[src/r2h_pkg.sv]
// ----------------------------------------------------------------------------
// r2h_pkg
// Shared widths and the stage record that travels down the divider chain of
// the RGB to HSV converter.
// ----------------------------------------------------------------------------
package r2h_pkg;

  localparam int unsigned ChanBits = 8;
  localparam int unsigned HueBits  = 16;
  // 6 * delta reaches 1530, so remainder and divisor need 11 bits.
  localparam int unsigned HueRemBits = 11;
  localparam int unsigned SatBits  = 8;
  // The saturation quotient settles in the first SatBits cells of the chain.
  localparam int unsigned NumCells = HueBits;

  typedef struct packed {
    logic [HueRemBits-1:0] hue_rem;
    logic [HueRemBits-1:0] hue_div;
    logic [HueBits-1:0]    hue_quo;
    logic [SatBits-1:0]    sat_rem;
    logic [ChanBits-1:0]   sat_div;
    logic [SatBits-1:0]    sat_low;
    logic [SatBits-1:0]    sat_quo;
    logic [ChanBits-1:0]   value;
  } r2h_stage_t;

endpackage

[src/r2h_front.sv]
// ----------------------------------------------------------------------------
// r2h_front
// Front stage: finds max, min and delta, picks the hue sector, and sets up
// the two dividends and divisors for the cell chain.
// ----------------------------------------------------------------------------
module r2h_front
  import r2h_pkg::*;
(
  input  logic                clk_i,
  input  logic                rst_ni,
  input  logic                en_i,
  input  logic                valid_i,
  input  logic [ChanBits-1:0] red_i,
  input  logic [ChanBits-1:0] green_i,
  input  logic [ChanBits-1:0] blue_i,
  output logic                valid_o,
  output r2h_stage_t          data_o
);

  logic [ChanBits-1:0]   mx, mn, delta;
  logic signed [12:0]    num_raw;
  logic signed [12:0]    num_wrap;
  logic signed [12:0]    d_s;
  logic [15:0]           sat_dvd;
  logic                  gray;
  logic                  valid_q;
  r2h_stage_t            data_d, data_q;

  always_comb begin
    mx = red_i;
    if (green_i > mx) mx = green_i;
    if (blue_i > mx) mx = blue_i;
    mn = red_i;
    if (green_i < mn) mn = green_i;
    if (blue_i < mn) mn = blue_i;
    delta = mx - mn;
    gray  = (delta == '0);
    d_s   = $signed({5'd0, delta});

    // Red wins ties, then green.
    if (red_i == mx) begin
      num_raw = $signed({5'd0, green_i}) - $signed({5'd0, blue_i});
    end else if (green_i == mx) begin
      num_raw = (d_s <<< 1) + $signed({5'd0, blue_i}) - $signed({5'd0, red_i});
    end else begin
      num_raw = (d_s <<< 2) + $signed({5'd0, red_i}) - $signed({5'd0, green_i});
    end
    num_wrap = num_raw[12] ? (num_raw + (d_s <<< 2) + (d_s <<< 1)) : num_raw;

    // 255 * delta as (delta << 8) - delta.
    sat_dvd = {delta, 8'd0} - {8'd0, delta};

    // A gray or black pixel divides zero by one, which yields zero quotients.
    data_d.hue_rem = gray ? '0 : num_wrap[HueRemBits-1:0];
    data_d.hue_div = gray ? HueRemBits'(1)
                          : ({3'd0, delta} << 2) + ({3'd0, delta} << 1);
    data_d.hue_quo = '0;
    data_d.sat_rem = gray ? '0 : sat_dvd[15:8];
    data_d.sat_div = gray ? ChanBits'(1) : mx;
    data_d.sat_low = gray ? '0 : sat_dvd[7:0];
    data_d.sat_quo = '0;
    data_d.value   = mx;
  end

  always_ff @(posedge clk_i or negedge rst_ni) begin
    if (!rst_ni) begin
      valid_q <= 1'b0;
    end else if (en_i) begin
      valid_q <= valid_i;
    end
  end

  always_ff @(posedge clk_i) begin
    if (en_i && valid_i) begin
      data_q <= data_d;
    end
  end

  assign valid_o = valid_q;
  assign data_o  = data_q;

endmodule

[src/r2h_cell.sv]
// ----------------------------------------------------------------------------
// r2h_cell
// One restoring division step for the hue quotient, and optionally one for
// the saturation quotient, registered toward the next cell.
// ----------------------------------------------------------------------------
module r2h_cell
  import r2h_pkg::*;
#(
  parameter bit SatStep = 1'b1
) (
  input  logic       clk_i,
  input  logic       rst_ni,
  input  logic       en_i,
  input  logic       valid_i,
  input  r2h_stage_t data_i,
  output logic       valid_o,
  output r2h_stage_t data_o
);

  logic [HueRemBits:0] hue_try;
  logic [SatBits:0]    sat_try;
  logic                hue_bit, sat_bit;
  logic                valid_q;
  r2h_stage_t          data_d, data_q;

  always_comb begin
    data_d = data_i;

    hue_try = {data_i.hue_rem, 1'b0};
    hue_bit = (hue_try >= {1'b0, data_i.hue_div});
    data_d.hue_rem = hue_bit ? HueRemBits'(hue_try - {1'b0, data_i.hue_div})
                             : hue_try[HueRemBits-1:0];
    data_d.hue_quo = {data_i.hue_quo[HueBits-2:0], hue_bit};

    sat_try = {data_i.sat_rem, data_i.sat_low[SatBits-1]};
    sat_bit = (sat_try >= {1'b0, data_i.sat_div});
    if (SatStep) begin
      data_d.sat_rem = sat_bit ? SatBits'(sat_try - {1'b0, data_i.sat_div})
                               : sat_try[SatBits-1:0];
      data_d.sat_low = {data_i.sat_low[SatBits-2:0], 1'b0};
      data_d.sat_quo = {data_i.sat_quo[SatBits-2:0], sat_bit};
    end
  end

  always_ff @(posedge clk_i or negedge rst_ni) begin
    if (!rst_ni) begin
      valid_q <= 1'b0;
    end else if (en_i) begin
      valid_q <= valid_i;
    end
  end

  always_ff @(posedge clk_i) begin
    if (en_i && valid_i) begin
      data_q <= data_d;
    end
  end

  assign valid_o = valid_q;
  assign data_o  = data_q;

endmodule

[src/rgb_to_hsv_converter.sv]
// ----------------------------------------------------------------------------
// rgb_to_hsv_converter
// Converts 8-bit RGB pixels into 0.16 hue, 8-bit saturation and 8-bit value.
// ----------------------------------------------------------------------------
// The converter takes one pixel every clock cycle unless stalled, and passes it
// through one front stage that finds max, min, delta and the hue
// sector, followed by a chain of 16 division cells, each producing one hue
// quotient bit (the first eight also produce one saturation bit). The hue
// quotient width sets the chain length. A stall on the output freezes the
// whole chain while a finished result waits, and the input is stalled only then.
module rgb_to_hsv_converter
  import r2h_pkg::*;
(
  input  logic                clk_i,
  input  logic                rst_ni,
  input  logic                in_valid_i,
  output logic                in_stall_o,
  input  logic [ChanBits-1:0] red_i,
  input  logic [ChanBits-1:0] green_i,
  input  logic [ChanBits-1:0] blue_i,
  output logic                out_valid_o,
  input  logic                out_stall_i,
  output logic [HueBits-1:0]  hue_o,
  output logic [SatBits-1:0]  saturation_o,
  output logic [ChanBits-1:0] brightness_value_o
);

  logic       en;
  logic       st_valid [NumCells+1];
  r2h_stage_t st_data  [NumCells+1];

  assign en         = !(st_valid[NumCells] && out_stall_i);
  assign in_stall_o = !en;

  r2h_front u_front (
    .clk_i   (clk_i),
    .rst_ni  (rst_ni),
    .en_i    (en),
    .valid_i (in_valid_i),
    .red_i   (red_i),
    .green_i (green_i),
    .blue_i  (blue_i),
    .valid_o (st_valid[0]),
    .data_o  (st_data[0])
  );

  for (genvar k = 0; k < NumCells; k++) begin : g_cell
    r2h_cell #(
      .SatStep (k < SatBits)
    ) u_cell (
      .clk_i   (clk_i),
      .rst_ni  (rst_ni),
      .en_i    (en),
      .valid_i (st_valid[k]),
      .data_i  (st_data[k]),
      .valid_o (st_valid[k+1]),
      .data_o  (st_data[k+1])
    );
  end

  assign out_valid_o        = st_valid[NumCells];
  assign hue_o              = st_data[NumCells].hue_quo;
  assign saturation_o       = st_data[NumCells].sat_quo;
  assign brightness_value_o = st_data[NumCells].value;

  // Zero saturation means a gray pixel, whose hue is zero too.
  assert property (@(posedge clk_i) disable iff (!rst_ni)
    out_valid_o && (saturation_o == '0) |-> (hue_o == '0))
    else $error("gray pixel with nonzero hue");

  assert property (@(posedge clk_i) disable iff (!rst_ni)
    out_valid_o && (brightness_value_o == '0) |-> (saturation_o == '0))
    else $error("black pixel with nonzero saturation");

  // Both restoring divisions must end with a remainder below the divisor.
  assert property (@(posedge clk_i) disable iff (!rst_ni)
    out_valid_o |-> (st_data[NumCells].hue_rem < st_data[NumCells].hue_div) &&
                    (st_data[NumCells].sat_rem < st_data[NumCells].sat_div))
    else $error("division remainder out of range");

  assert property (@(posedge clk_i) disable iff (!rst_ni)
    !out_valid_o |-> !in_stall_o)
    else $error("input stalled with no result waiting");

endmodule

[config.mk]
export PLATFORM = sky130hd
export DESIGN_NAME = rgb_to_hsv_converter
export DESIGN_NICKNAME = d
export VERILOG_FILES = /design/src/r2h_pkg.sv /design/src/r2h_front.sv /design/src/r2h_cell.sv /design/src/rgb_to_hsv_converter.sv
export SDC_FILE = /design/constraint.sdc
export NUM_CORES = 1
export LEC_CHECK = 0
export BUFFER_PORTS_ARGS = -buffer_cell sky130_fd_sc_hd__buf_2
export CORE_AREA = 2 2 334 270
export CTS_CLUSTER_SIZE = 14
export DETAILED_ROUTE_END_ITERATION = 6
export DIE_AREA = 0 0 336 272
export GPL_TIMING_DRIVEN = 0
export PLACE_DENSITY = 0.62
export SLEW_MARGIN = 20
export SYNTH_ARGS = -nofsm -noshare
export SYNTH_HDL_FRONTEND = slang
export SYNTH_SLANG_ARGS = --single-unit
[constraint.sdc]
create_clock -name clk_i -period 6 [get_ports clk_i]
set_clock_uncertainty 0.15 [all_clocks]
set_input_delay 1.8 -clock clk_i [delete_from_list [all_inputs] [get_ports clk_i]]
set_output_delay 1.8 -clock clk_i [all_outputs]
set_load 0.005 [all_outputs]
==> impl_metrics.toml <==
[critical_path]
cp_slowest_stage_delay_ns = 0.62
arrival_ns = 9.98
cp.required_ns = 6.23
startpoint_type = "input pin"
crit_slowest_cell = "fa_1"
crit_type = "input pin to flip-flop"
critPathMaxFanout = 6
critPathCaptureType = "flip-flop"

[status]
status = "finished with violations"
violations = "setup timing"

[synth]
synth_nets = 3854
synthArstFlopShare = 0.01910
ys.flop_type = "edfxtp_1"
synth-edff-count = 873
syn_avg_cell_area_sq_um = 12.64
synth.distinct_cells = 82
syn-cell-area_sq_um = 43630
yosys_register_bits = 890
ys_warn_count = 0
syn_inst = 3453
ys_seq_area_frac = 0.6106

[finish]
area_growth_pct = 16.98
layout-drive-gt1-share = 0.1441
final_nets = 4132
final_util = 0.5773
nFillCells = 7144

[clock_tree]
htreeDepth = 3
clock_path_buffers = 3
cts_num_sinks = 890
clock_latency_ns = 0.65
ctsHoldBuffers = 0
cts_buffers = 88
cts.clk_slew.worst_paths_ns = 0.06
tritoncts = "done"
cts.root.buffer_cell = "clkbuf_16"

[route]
via_per_inst = 5.221
drt-wirelength-per-cell_um = 16.40
drt-pass1-iter-count = 5
drt-total-wl_um = 82040
postRouteAntennaNets = 0
drt-initial-drc-count = 1788
vias = 26120
drc = 0

[die]
die_h_um = 272
fp-row-count = 98
ios = 62
initial_utilization = 0.4935
die_width_um = 336
core_sq_um = 88410
dieArea_sq_um = 91390

[global_routing]
grt_pass1_wl_um = 132800
antenna_found_initial = 2
overflow = 0
track_usage = 0.1815
grt_max_degree = 58
grt_pass1_vias = 25560

[timing]
layout_min_cycle_time_ns = 9.753
drv_slew = 0
rsz0062_at_grt = "yes"
timing.final.crit_share = 1.625
max_freq_mhz = 102.5
finalHoldViolCount = 0
worstMarginPinSlew_ns = 0.7513
setup-violations-final = 44
setup_ws_ns = -3.753
slew_headroom = 0.4991

[placement]
gp_congestion = 0.8839
dp_slack_ns = -5.946
portBuffers = 61
dp_hpwl_um = 57580

[worst_hold_path]
hp-class = "flip-flop to flip-flop"

[flow_run]
max_cap_violations = 0
-- synthesized netlist by cell type (24+ instances only) --
cell type,count,share of area
edfxtp_1,873,0.60
inv_1,407,0.035
ha_1,336,0.096
o21ai_0,283,0.032
nand2_1,275,0.024
nor2_1,198,0.017
o31ai_1,111,0.019
a21o_1,99,0.017
a21oi_1,87,0.010
nand2b_1,81,0.012
and2_1,78,0.011
xor2_1,70,0.014
nor2b_1,69,0.0099
xnor2_1,67,0.013
nand4_1,54,0.0077
clkbuf_1,49,0.0042
fa_1,37,0.017
a21boi_0,32,0.0055
o211a_1,25,0.0057
or4_1,24,0.0041
-- cells by family (layout without fill, tap and decap cells) --
kind of cell / count (synthesis) / count (layout) / share of synthesized area
other: 0 / 1 / 0
muxes: 15 / 15 / 0.003786
and+or+nand+nor: 843 / 843 / 0.09619
AOI/OAI and AO/OA: 727 / 727 / 0.1074
adders and majority gates: 375 / 375 / 0.1138
DFF: 890 / 890 / 0.6106
xor gates and xnor gates: 137 / 137 / 0.02750
buffers and inverters: 466 / 815 / 0.04067
-- through the flow --
step           setup TNS (ns)  area (sq um)  std cells  hold slack [ns]
6_report               -93.45         51040       5003           0.2493
3_3_place_gp          -177.03         45700       4714           0.2508
3_5_place_dp          -177.56         45840       4719           0.2545
5_1_grt               -100.69         51040       5003           0.2580
2_1_floorplan          -90.00         43890       3453           0.2503
4_1_cts                -83.98         50570       4971           0.2485
-- cell type report --
class / count / area [sq um] / share of cell area
multi-input cells: 2097 / 16450 / 0.3223
plain buffers: 57 / 377.9 / 0.007404
clock buffers: 110 / 2367 / 0.04638
repair buffers: 189 / 1524 / 0.02986
flip-flops and latches: 890 / 26640 / 0.5220
clock inverters: 51 / 605.6 / 0.01187
diodes: 1 / 2.502 / 0.00004903
inverters: 408 / 1568 / 0.03072
well taps: 1200 / 1501 / 0.02942
-- metal layers --
| layer | global-route usage | routed length, um | part of all wire | up-vias |
|---|---|---|---|---|
| met5 | 0 | 11 | 0.00013 | - |
| met4 | 0.04650 | 1670 | 0.020 | 2 |
| met3 | 0.03545 | 4389 | 0.054 | 137 |
| met2 | 0.2843 | 36110 | 0.44 | 532 |
| met1 | 0.2607 | 39850 | 0.49 | 12420 |
| li1 | - | - | - | 13030 |
-- worst max-delay path, delay by kind of cell --
kind,cells,cell delay [ns]
AOI/OAI and AO/OA,14,2.68
xor gates and xnor gates,5,0.84
adders and majority gates,7,2.19
buffers and inverters,7,0.79
muxes,1,0.10
and+or+nand+nor,9,1.54
-- final timing paths --
| check | cells past startpoint | slack, ns | end | startpoint |
|---|---|---|---|---|
| worst min register to register | 0 | 0.25 | g_cell[8].u_cell.data_o[41] | g_cell[7].u_cell.data_o[40] |
| min in group asynchronous | 1 | 0.93 | g_cell[4].u_cell.valid_o | rst_ni |
| worst max register to register | 16 | 2.08 | g_cell[6].u_cell.data_o[68] | g_cell[5].u_cell.data_o[58] |
| max in group asynchronous | 1 | 4.48 | u_front.valid_o | rst_ni |
| worst max-delay path | 43 | -3.75 | u_front.data_o[77] | red_i[1] |
| worst min-delay path | 0 | 0.25 | g_cell[8].u_cell.data_o[41] | g_cell[7].u_cell.data_o[40] |
-- cell usage in the layout (no fill, tap or decap), types with 25 or more instances in the layout --
master	synthesis	layout
o21ai_0	283	266
a21boi_0	32	30
nand2_1	275	268
xor2_1	70	64
a21o_1	99	99
o31ai_1	111	109
nor2_1	198	181
ha_1	336	304
and2_1	78	59
clkbuf_16	0	95
fa_1	37	34
xnor2_1	67	61
a21oi_1	87	56
clkbuf_1	49	57
nand2b_1	81	80
edfxtp_1	873	873
buf_2	5	53
ha_4	0	31
nand4_1	54	54
buf_4	1	108
nor2b_1	69	67
o211a_1	25	25
inv_1	407	385
-- registers in the layout (all words and copies together) (netlist names) --
| register | cells |
|---|---|
| g_cell.u_cell.data_o | 821 |
| u_front.data_o | 52 |
| g_cell.u_cell.valid_o | 16 |
| u_front.valid_o | 1 |
-- what timing repair did --
item	CTS	global route
setup buffers	89	32
pin swaps	85	60
gates resized for setup	201	54
endpoints found under the setup margin	44	44
cloned	3	0
Power is left out: the tool's default activity adds up to more than one toggle a clock period on the data nets, which glitch-free logic cannot reach.
